$ cat src/hw/rtl/mtfkv_pkg.sv
// Shared types and constants for the move-to-front key/value table.
package mtfkv_pkg;

  localparam int FIELD_WIDTH = 32;

  typedef enum logic [1:0] {
    CMD_INSERT = 2'd0,
    CMD_LOOKUP = 2'd1,
    CMD_REMOVE = 2'd2
  } cmd_code_t;

  typedef struct packed {
    logic [1:0]             command;
    logic [FIELD_WIDTH-1:0] key;
    logic [FIELD_WIDTH-1:0] value_in;
  } req_t;

  typedef struct packed {
    logic                   hit;
    logic [FIELD_WIDTH-1:0] value_out;
    logic                   table_empty;
    logic                   full_error;
  } rsp_t;

  // Controller to datapath commands.
  typedef struct packed {
    logic take;   // latch request, compare against all live entries
    logic exec;   // apply insert or lookup and load the result register
    logic step;   // delete the frontmost remaining match
  } dp_cmd_t;

  // Datapath to controller status.
  typedef struct packed {
    logic any_match;
  } dp_status_t;

endpackage

$ cat src/hw/rtl/mtfkv_datapath.sv
// Entry storage, match vector, shift network and result register.
module mtfkv_datapath import mtfkv_pkg::*; #(
  parameter int DEPTH       = 16,
  parameter int KEY_WIDTH   = 32,
  parameter int VALUE_WIDTH = 32
) (
  input  logic       clk,
  input  logic       rst,
  input  req_t       req,
  input  dp_cmd_t    cmd,
  output dp_status_t status,
  output rsp_t       rsp
);

  localparam int KW    = (KEY_WIDTH < FIELD_WIDTH) ? KEY_WIDTH : FIELD_WIDTH;
  localparam int VW    = (VALUE_WIDTH < FIELD_WIDTH) ? VALUE_WIDTH : FIELD_WIDTH;
  localparam int CNT_W = $clog2(DEPTH + 1);

  logic [KW-1:0]    keys [DEPTH];
  logic [VW-1:0]    vals [DEPTH];
  logic [CNT_W-1:0] count;
  logic [DEPTH-1:0] match;
  logic [1:0]       req_cmd;
  logic [KW-1:0]    req_key;
  logic [VW-1:0]    req_val;
  logic             hit_seen;

  logic [DEPTH-1:0] live;
  logic [DEPTH-1:0] eq;
  logic [DEPTH-1:0] first;
  logic [DEPTH-1:0] ahead;
  logic [DEPTH-1:0] upto;
  logic [VW-1:0]    found_val;
  logic             any_match;
  logic             full;
  logic             do_insert;
  logic             do_move;

  always_comb begin
    for (int i = 0; i < DEPTH; i++) begin
      live[i] = CNT_W'(i) < count;
      eq[i]   = live[i] && (keys[i] == req.key[KW-1:0]);
    end
  end

  assign any_match = |match;
  assign first     = match & (~match + DEPTH'(1));
  assign ahead     = first - DEPTH'(1);
  assign upto      = ahead | first;
  assign full      = count == CNT_W'(DEPTH);
  assign do_insert = cmd.exec && (req_cmd == CMD_INSERT) && !full;
  assign do_move   = cmd.exec && (req_cmd == CMD_LOOKUP) && any_match;

  always_comb begin
    found_val = '0;
    for (int i = 0; i < DEPTH; i++) begin
      found_val = found_val | ({VW{first[i]}} & vals[i]);
    end
  end

  // Entry array: shift back on insert and move-to-front, pull forward on delete.
  always_ff @(posedge clk) begin
    if (do_insert) begin
      keys[0] <= req_key;
      vals[0] <= req_val;
      for (int i = 1; i < DEPTH; i++) begin
        keys[i] <= keys[i-1];
        vals[i] <= vals[i-1];
      end
    end else if (do_move) begin
      keys[0] <= req_key;
      vals[0] <= found_val;
      for (int i = 1; i < DEPTH; i++) begin
        if (upto[i]) begin
          keys[i] <= keys[i-1];
          vals[i] <= vals[i-1];
        end
      end
    end else if (cmd.step) begin
      for (int i = 0; i < DEPTH - 1; i++) begin
        if (!ahead[i]) begin
          keys[i] <= keys[i+1];
          vals[i] <= vals[i+1];
        end
      end
    end
  end

  always_ff @(posedge clk) begin
    if (rst) begin
      count    <= '0;
      match    <= '0;
      hit_seen <= 1'b0;
    end else begin
      if (cmd.take) begin
        match    <= eq;
        hit_seen <= 1'b0;
      end else if (cmd.step) begin
        match    <= (match & ahead) | ((match >> 1) & ~ahead);
        hit_seen <= 1'b1;
      end
      if (do_insert) begin
        count <= count + CNT_W'(1);
      end else if (cmd.step) begin
        count <= count - CNT_W'(1);
      end
    end
  end

  always_ff @(posedge clk) begin
    if (cmd.take) begin
      req_cmd <= req.command;
      req_key <= req.key[KW-1:0];
      req_val <= req.value_in[VW-1:0];
    end
  end

  always_ff @(posedge clk) begin
    if (cmd.exec) begin
      case (req_cmd)
        CMD_INSERT: begin
          rsp.hit         <= 1'b0;
          rsp.value_out   <= '0;
          rsp.table_empty <= 1'b0;
          rsp.full_error  <= full;
        end
        CMD_LOOKUP: begin
          rsp.hit         <= any_match;
          rsp.value_out   <= any_match ? FIELD_WIDTH'(found_val) : '0;
          rsp.table_empty <= count == '0;
          rsp.full_error  <= 1'b0;
        end
        default: begin
          rsp.hit         <= hit_seen;
          rsp.value_out   <= '0;
          rsp.table_empty <= count == '0;
          rsp.full_error  <= 1'b0;
        end
      endcase
    end
  end

  assign status.any_match = any_match;

endmodule

$ cat src/hw/rtl/mtfkv_ctrl.sv
// Control state machine and result-valid flag for the move-to-front table.
module mtfkv_ctrl import mtfkv_pkg::*; (
  input  logic       clk,
  input  logic       rst,
  input  logic       req_valid,
  input  logic [1:0] req_command,
  output logic       req_ready,
  output logic       rsp_valid,
  input  logic       rsp_ready,
  input  dp_status_t status,
  output dp_cmd_t    cmd
);

  typedef enum logic [2:0] {
    ST_IDLE   = 3'b001,
    ST_EXEC   = 3'b010,
    ST_REMOVE = 3'b100
  } state_t;

  state_t state;
  state_t state_next;
  logic   out_free;

  assign out_free  = !rsp_valid || rsp_ready;
  assign req_ready = state == ST_IDLE;

  always_comb begin
    state_next = state;
    cmd        = '0;
    unique case (state)
      ST_IDLE: begin
        if (req_valid) begin
          cmd.take   = 1'b1;
          state_next = (req_command == CMD_REMOVE) ? ST_REMOVE : ST_EXEC;
        end
      end
      ST_EXEC: begin
        if (out_free) begin
          cmd.exec   = 1'b1;
          state_next = ST_IDLE;
        end
      end
      ST_REMOVE: begin
        if (status.any_match) begin
          cmd.step = 1'b1;
        end else if (out_free) begin
          cmd.exec   = 1'b1;
          state_next = ST_IDLE;
        end
      end
      default: state_next = ST_IDLE;
    endcase
  end

  always_ff @(posedge clk) begin
    if (rst) begin
      state     <= ST_IDLE;
      rsp_valid <= 1'b0;
    end else begin
      state <= state_next;
      if (cmd.exec) begin
        rsp_valid <= 1'b1;
      end else if (rsp_ready) begin
        rsp_valid <= 1'b0;
      end
    end
  end

endmodule

$ cat src/hw/rtl/move_to_front_key_value_table.sv
// Top level of the move-to-front key/value table: controller plus datapath.
//
//   channel  signals                     payload  direction
//   req      req_valid / req_ready       req_t    into block
//   rsp      rsp_valid / rsp_ready       rsp_t    out of block
//
// Insert and lookup first latch the request and compare the key against every
// live entry at once, then shift the entry row and load the result register.
// Remove compares the same way; the delete network then closes one gap per cycle
// until no match remains, and the result register is loaded.
// Reset (rst, synchronous) empties the table; entry contents are not cleared.
// A waiting result holds in the result register; a finished item stalls only
// while the previous result is still untaken.
module move_to_front_key_value_table import mtfkv_pkg::*; #(
  parameter int DEPTH       = 16,
  parameter int KEY_WIDTH   = 32,
  parameter int VALUE_WIDTH = 32
) (
  input  logic clk,
  input  logic rst,
  input  logic req_valid,
  output logic req_ready,
  input  req_t req,
  output logic rsp_valid,
  input  logic rsp_ready,
  output rsp_t rsp
);

  dp_cmd_t    cmd;
  dp_status_t status;

  // Sequence each request: compare, then insert/move or step through deletes.
  mtfkv_ctrl u_ctrl (
    .clk         (clk),
    .rst         (rst),
    .req_valid   (req_valid),
    .req_command (req.command),
    .req_ready   (req_ready),
    .rsp_valid   (rsp_valid),
    .rsp_ready   (rsp_ready),
    .status      (status),
    .cmd         (cmd)
  );

  // Hold entries, match vector and the result register.
  mtfkv_datapath #(
    .DEPTH       (DEPTH),
    .KEY_WIDTH   (KEY_WIDTH),
    .VALUE_WIDTH (VALUE_WIDTH)
  ) u_datapath (
    .clk    (clk),
    .rst    (rst),
    .req    (req),
    .cmd    (cmd),
    .status (status),
    .rsp    (rsp)
  );

  // Block is busy right after a request transfer.
  a_busy_after_take: assert property (@(posedge clk) disable iff (rst)
    req_valid && req_ready |=> !req_ready)
    else $error("request accepted while previous one still in progress");

  // A refused insert never reports a hit.
  a_full_no_hit: assert property (@(posedge clk) disable iff (rst)
    rsp_valid |-> !(rsp.full_error && rsp.hit))
    else $error("full_error and hit both set");

  // Only a lookup hit returns a nonzero value.
  a_value_needs_hit: assert property (@(posedge clk) disable iff (rst)
    rsp_valid && (rsp.value_out != '0) |-> rsp.hit)
    else $error("nonzero value without hit");

  // A delete step only happens while a match remains.
  a_step_on_match: assert property (@(posedge clk) disable iff (rst)
    cmd.step |-> status.any_match && !req_ready)
    else $error("delete step without pending match");

endmodule
$ cat config.mk
export PLATFORM = sky130hd
export DESIGN_NAME = move_to_front_key_value_table
export DESIGN_NICKNAME = d
export VERILOG_FILES = /design/src/hw/rtl/mtfkv_pkg.sv /design/src/hw/rtl/mtfkv_datapath.sv /design/src/hw/rtl/mtfkv_ctrl.sv /design/src/hw/rtl/move_to_front_key_value_table.sv
export SDC_FILE = /design/constraint.sdc
export NUM_CORES = 2
export LEC_CHECK = 0
export BUFFER_PORTS_ARGS = -buffer_cell sky130_fd_sc_hd__buf_2
export CORE_ASPECT_RATIO = 1.1
export CORE_MARGIN = 2
export CORE_UTILIZATION = 35
export DETAILED_ROUTE_END_ITERATION = 8
export SYNTH_ARGS = -nofsm -noshare
export SYNTH_HDL_FRONTEND = slang
export SYNTH_SLANG_ARGS = --single-unit
$ cat constraint.sdc
create_clock -name clk -period 9.95 [get_ports clk]
set_input_delay 0.995 -clock clk [delete_from_list [all_inputs] [get_ports clk]]
set_output_delay 0.995 -clock clk [all_outputs]
set_load 0.005 [all_outputs]
### Yosys cells after proc, flatten, opt, wreduce, memory -nomap -nowiden

Memory sizes are Yosys's and may differ from the RTL's.
Cells that the tools add are included.

| word-level totals | value |
|---|---|
| register bits after elaboration | 127 |
| RAM bits | 1024 |
| output and inout port bits | 37 |
| memories | 2 |

Memory list:

| name | depth | width | read ports | clocked after memory_dff | write ports | RTL line | text |
|---|---|---|---|---|---|---|---|
| u_datapath.keys | 16 | 32 | 16 | 0 | 16 | mtfkv_datapath.sv:19 | `logic [KW-1:0] keys [DEPTH];` |
| u_datapath.vals | 16 | 32 | 16 | 0 | 16 | mtfkv_datapath.sv:20 | `logic [VW-1:0] vals [DEPTH];` |

| cells by class | value |
|---|---|
| $add $sub $neg | 4 |
| $lt $le $gt $ge | 16 |
| equal/unequal tests | 24 |
| multiplexer cells | 222 |
| bitwise operators | 100 |
| reductions and logical operators | 31 |

Operator list:

| operator | number |
|---|---|
| $mux W32 | 63 |
| $and A32 B32 Y32 | 16 |
| $eq A32 B32 Y1 | 16 |
| $or A32 B32 Y32 | 15 |
| $mux W1 | 148 |
| $pmux W35 S2 | 1 |
| $or A1 B1 Y1 | 62 |
| $lt A4 B5 Y1 const A | 8 |
| $and A16 B16 Y16 | 2 |
| $mux W16 | 2 |
| $not A16 Y16 | 2 |
| $or A16 B16 Y16 | 2 |
| $logic_and A1 B1 Y1 | 20 |
| $lt A3 B5 Y1 const A | 4 |
| $add A16 B1 Y16 const B | 1 |
| $and A15 B16 Y16 | 1 |
| $reduce_or A16 Y1 | 1 |
| $sub A16 B1 Y16 const B | 1 |
| $mux W3 | 4 |
| $lt A1 B5 Y1 const A | 2 |
| $lt A2 B5 Y1 const A | 2 |
| $mux W5 | 2 |
| $pmux W3 S3 | 1 |
| $reduce_bool A2 Y1 | 3 |
| 16 further kinds | 18 |

### Logic depth before layout (Yosys ltp)

| logic depth | value |
|---|---|
| depth after elaboration | 21 |
| gate-level depth with buffers | 15 |
| depth with buffers taken out | 11 |

### By module

Synthesis repeated with hierarchy kept, for this count alone.

| unflattened totals | value |
|---|---|
| cells, all modules | 4075 |
| area total of the unflattened synthesis | 57781.7 um2 |

By module, submodules not included:

| module | times used | cells an instance | area an instance (um2) | sequential area each (um2) |
|---|---|---|---|---|
| mtfkv_datapath | 1 | 4050 | 57565.2 | 34222.8 |
| mtfkv_ctrl | 1 | 25 | 216.5 | 80.1 |

### Worst setup path after synthesis

OpenSTA, ideal clock, no wires.

| timing | value |
|---|---|
| kind | register to register |
| start point | register u_datapath.match[0] |
| end point | memory u_datapath.keys[15][0] (netlist bit), enable pin |
| arrival | 6691 ps |
| required time | 9376 ps |
| slack | 2685 ps |
| stages on the path, launching flop included | 10 |
| path buffers | 3 |
| period minus slack after synthesis | 7265 ps |
| cells stage by stage | dfxtp_1 > clkbuf_1 > nor4_2 > inv_1 > clkbuf_1 > nor4_1 > buf_2 > inv_1 > ha_1 > o21ai_0 |

RTL lines:

| element | RTL line | text |
|---|---|---|
| from (decl) | mtfkv_datapath.sv:22 | `logic [DEPTH-1:0] match;` |
| from (signal assigned) | mtfkv_datapath.sv:96 | `match <= eq;` |
| from (signal assigned) | mtfkv_datapath.sv:99 | `match <= (match & ahead) \| ((match >> 1) & ~ahead);` |
| to (decl) | mtfkv_datapath.sv:19 |  |

==> qor.yml <==
run_status: "completed"
crit_arrival_ns: 5.65
min_delay_path_depth: 1
tns_ns: 0
r2r_end: "u_datapath.keys[14][27]"
critPathSlowestCell: "nor3_2"
synth-edff-count: 1125
ys_ff_latch: 1151
slew_viol_final: 0
drv_cap: 0
areaGrowthSynthToFinish_pct: 11.1
max_stage_delay_ns: 1.02
pin_count: 107
drc_errors: 0
initial_core_util_pct: 35.2
synthArstFlopShare_pct: 0
required_ns: 10.32
cts_setup_buffers: 0
final_common_cell: "edfxtp_1"
clock_sinks: 1151
clock_latency_ns: 0.76
gp_congestion: 0.917
core_mm2: 0.164
hp-start: "req[23]"
ys.flop_type: "edfxtp_1"
antenna_found_initial: 11
clk_pin_slew_ns: 0.06
cp_common_cell: "inv_1"
drtAntennaViolNets: 0
synth_area_mm2: 0.0579
rsz0062_at_grt: "no"
cts_buffers: 119
critPathTopFamily: "simple AND/OR/NAND/NOR gates"
placed_area_mm2: 0.0607
setup_ws_ns: 4.67
layout_common_cells: "edfxtp_1, mux2_2, xor2_1, xnor2_1, nand2_1"
grt_overflow: 0
hold_buffers: 0
die_h_um: 431
seq_area_mm2: 0.0343
clockBufferDepth: 3
crit_path_cell_trace: "nor4_2, inv_2, nor2_2, inv_1, nor3_2, inv_1, ha_1, nand2b_4, o211ai_1, buf_4"
syn_avg_cell_area_um2: 14.5
dpl_worst_slack_ns: 4.80
ys_seq_area_share_pct: 59.2
timing.fmax_ghz: 0.189
dr.first_iter.drc_count: 4051
leakage_uw: 0.0206
path_max_fanout: 34
drive_above_1_share_pct: 31.3
cts_htree_levels: 3
synth.lib_cells_used.distinct: 67
synthCells: 4004
multi_input_area_mm2: 0.0222
synth_fp_nets: 4091
relSlewSlack_pct: 13.4
wl_per_cell_um: 29.9
dpl.cell_count: 6126
rows: 156
cts_tree: "done"
grt_first_pass_wirelength_um: 268000
cts.repair.resized: 0
path_buf_inv: 4
portBuffers: 106
vias_per_cell: 5.70
setup_viol: 0
ir_worst_vdd_mv: 0.141
fin_skew_ns: 0.0318
r2r_start: "u_datapath.match[0]"
dp_hpwl_um: 128000
critical_path_class: "reg -> reg"
yosys_warnings: 0
die_w_um: 392
finalWirelength_um: 190000
r2r_cells: 10
vias: 36200
first_pass_iters: 7
finalNonFillerCells: 6347
hold_viol_final: 0
worst_pin_slew_ns: 1.30
start_kind: "flip-flop"
min_to: "u_datapath.req_val[23]"
powerDensity_mw_per_mm2: 163
hold_class: "in -> reg"
end_kind: "flip-flop"
grt_max_degree: 76
grt.total_usage_pct: 22.0
timing.final.crit_share_pct: 53.1
cts-root-buf: "clkbuf_16"
design_area_mm2: 0.0644
min_period_ns: 5.28
regToRegSetupSlack_ns: 4.67
fillCellCount: 15600
grt_pass1_vias: 35900
dieArea_mm2: 0.169
nNetsFinal: 4122
power by group:
| group | internal (uW) | switching, uW | leakage (uW) | total [uW] |
|---|---|---|---|---|
| registers | 5340 | 52.3 | 0.0104 | 5390 |
| clock network | 2380 | 1970 | 0.00180 | 4350 |
| logic | 224 | 498 | 0.00848 | 722 |
| total | 7950 | 2520 | 0.0206 | 10500 |
per-stage QoR:
step	power, uW	hold WS, ns	utilization, %
global route	10700	0.373	39.2
detailed placement	6210	0.462	36.9
floorplan	5880	0.440	-
global placement	6200	0.453	36.9
CTS	10500	0.366	39.2
finish	10500	0.415	39.2
cell families after synthesis:
logic type | share of synthesized area (%)
AND/OR/NAND/NOR | 6.17
flip-flops | 59.2
adder cells (fa/ha/maj) | 0.367
AO/OA/AOI/OAI | 5.46
buffers and inverters | 2.77
XOR/XNOR | 7.77
multiplexers | 18.2
worst max-delay path by stage:
stage                        start                      end  slack (ns)  cells after the start
6_report       u_datapath.match[0]  u_datapath.keys[14][27]        4.67                     10
5_1_grt        u_datapath.match[0]  u_datapath.keys[14][24]        4.55                     10
4_1_cts        u_datapath.match[0]   u_datapath.vals[3][69]        4.75                     10
3_5_place_dp   u_datapath.match[0]   u_datapath.vals[3][82]        4.80                     10
3_3_place_gp   u_datapath.match[0]   u_datapath.vals[3][82]        4.84                     10
2_1_floorplan  u_datapath.match[0]   u_datapath.keys[15][0]        2.68                      9
layout make-up:
cell class              count  area share, %
diodes                      3         0.0117
inverters                  35          0.208
multi-input cells        2526           34.6
clock inverters            73          0.857
flip-flops and latches   1151           53.3
repair buffers            202           1.94
clock buffers             145           4.81
well taps                2212           4.30
cells in the mapped netlist, types with 5 or more instances:
| cell type | count | area (um2) |
|---|---|---|
| or4bb_1 | 12 | 135 |
| a22oi_1 | 79 | 593 |
| o22ai_1 | 14 | 87.6 |
| a211oi_1 | 26 | 195 |
| a222oi_1 | 31 | 310 |
| or3_1 | 6 | 37.5 |
| o21ai_0 | 61 | 305 |
| mux2_2 | 841 | 9470 |
| ha_1 | 17 | 213 |
| clkbuf_1 | 167 | 627 |
| a32o_1 | 14 | 140 |
| xnor2_1 | 249 | 2180 |
| nand4_1 | 76 | 475 |
| nand3b_1 | 56 | 420 |
| a31oi_1 | 8 | 50.1 |
| edfxtp_1 | 1125 | 33800 |
| a22o_1 | 6 | 52.6 |
| nor3_1 | 26 | 130 |
| dfxtp_1 | 26 | 521 |
| buf_2 | 47 | 235 |
| nand2b_1 | 13 | 81.3 |
| buf_1 | 20 | 75.1 |
| buf_4 | 31 | 233 |
| nand3_1 | 33 | 165 |
| and3_1 | 12 | 75.1 |
| nor2_1 | 74 | 278 |
| a221o_1 | 5 | 50.1 |
| o211ai_1 | 29 | 218 |
| nand2_1 | 157 | 589 |
| a2111oi_0 | 51 | 447 |
| xor2_1 | 265 | 2320 |
| a221oi_1 | 20 | 175 |
| mux2_4 | 30 | 450 |
| inv_1 | 32 | 120 |
| and2_1 | 17 | 106 |
| nor3b_1 | 6 | 45.0 |
| nor2b_1 | 37 | 231 |
| o2bb2ai_1 | 8 | 70.1 |
| nand2b_2 | 5 | 43.8 |
| mux2_1 | 56 | 631 |
| nor4_1 | 87 | 544 |
| buf_6 | 27 | 304 |
| a21oi_1 | 52 | 260 |
| o221ai_1 | 8 | 70.1 |
per-layer routing:
layer / up-vias / track usage, % / part of all wire (%)
li1: 15500 / - / -
met3: 383 / 3.64 / 6.9
met1: 18700 / 27.9 / 39
met2: 1594 / 35.8 / 47
met4: 0 / 12.3 / 6.3
met5: - / 0 / 0
registers in the layout, indices dropped and copies added, names as in the netlist, named ones only:
signal,flops
u_datapath.req_key,32
u_datapath.req_val,32
u_datapath.match,2
u_datapath.req_cmd,2
u_datapath.rsp,35
u_ctrl.state,3
u_datapath.vals,512
u_datapath.count,5
u_datapath.hit_seen,1
u_datapath.keys,512
u_ctrl.rsp_valid,1
(Power assumes the default switching activity.)
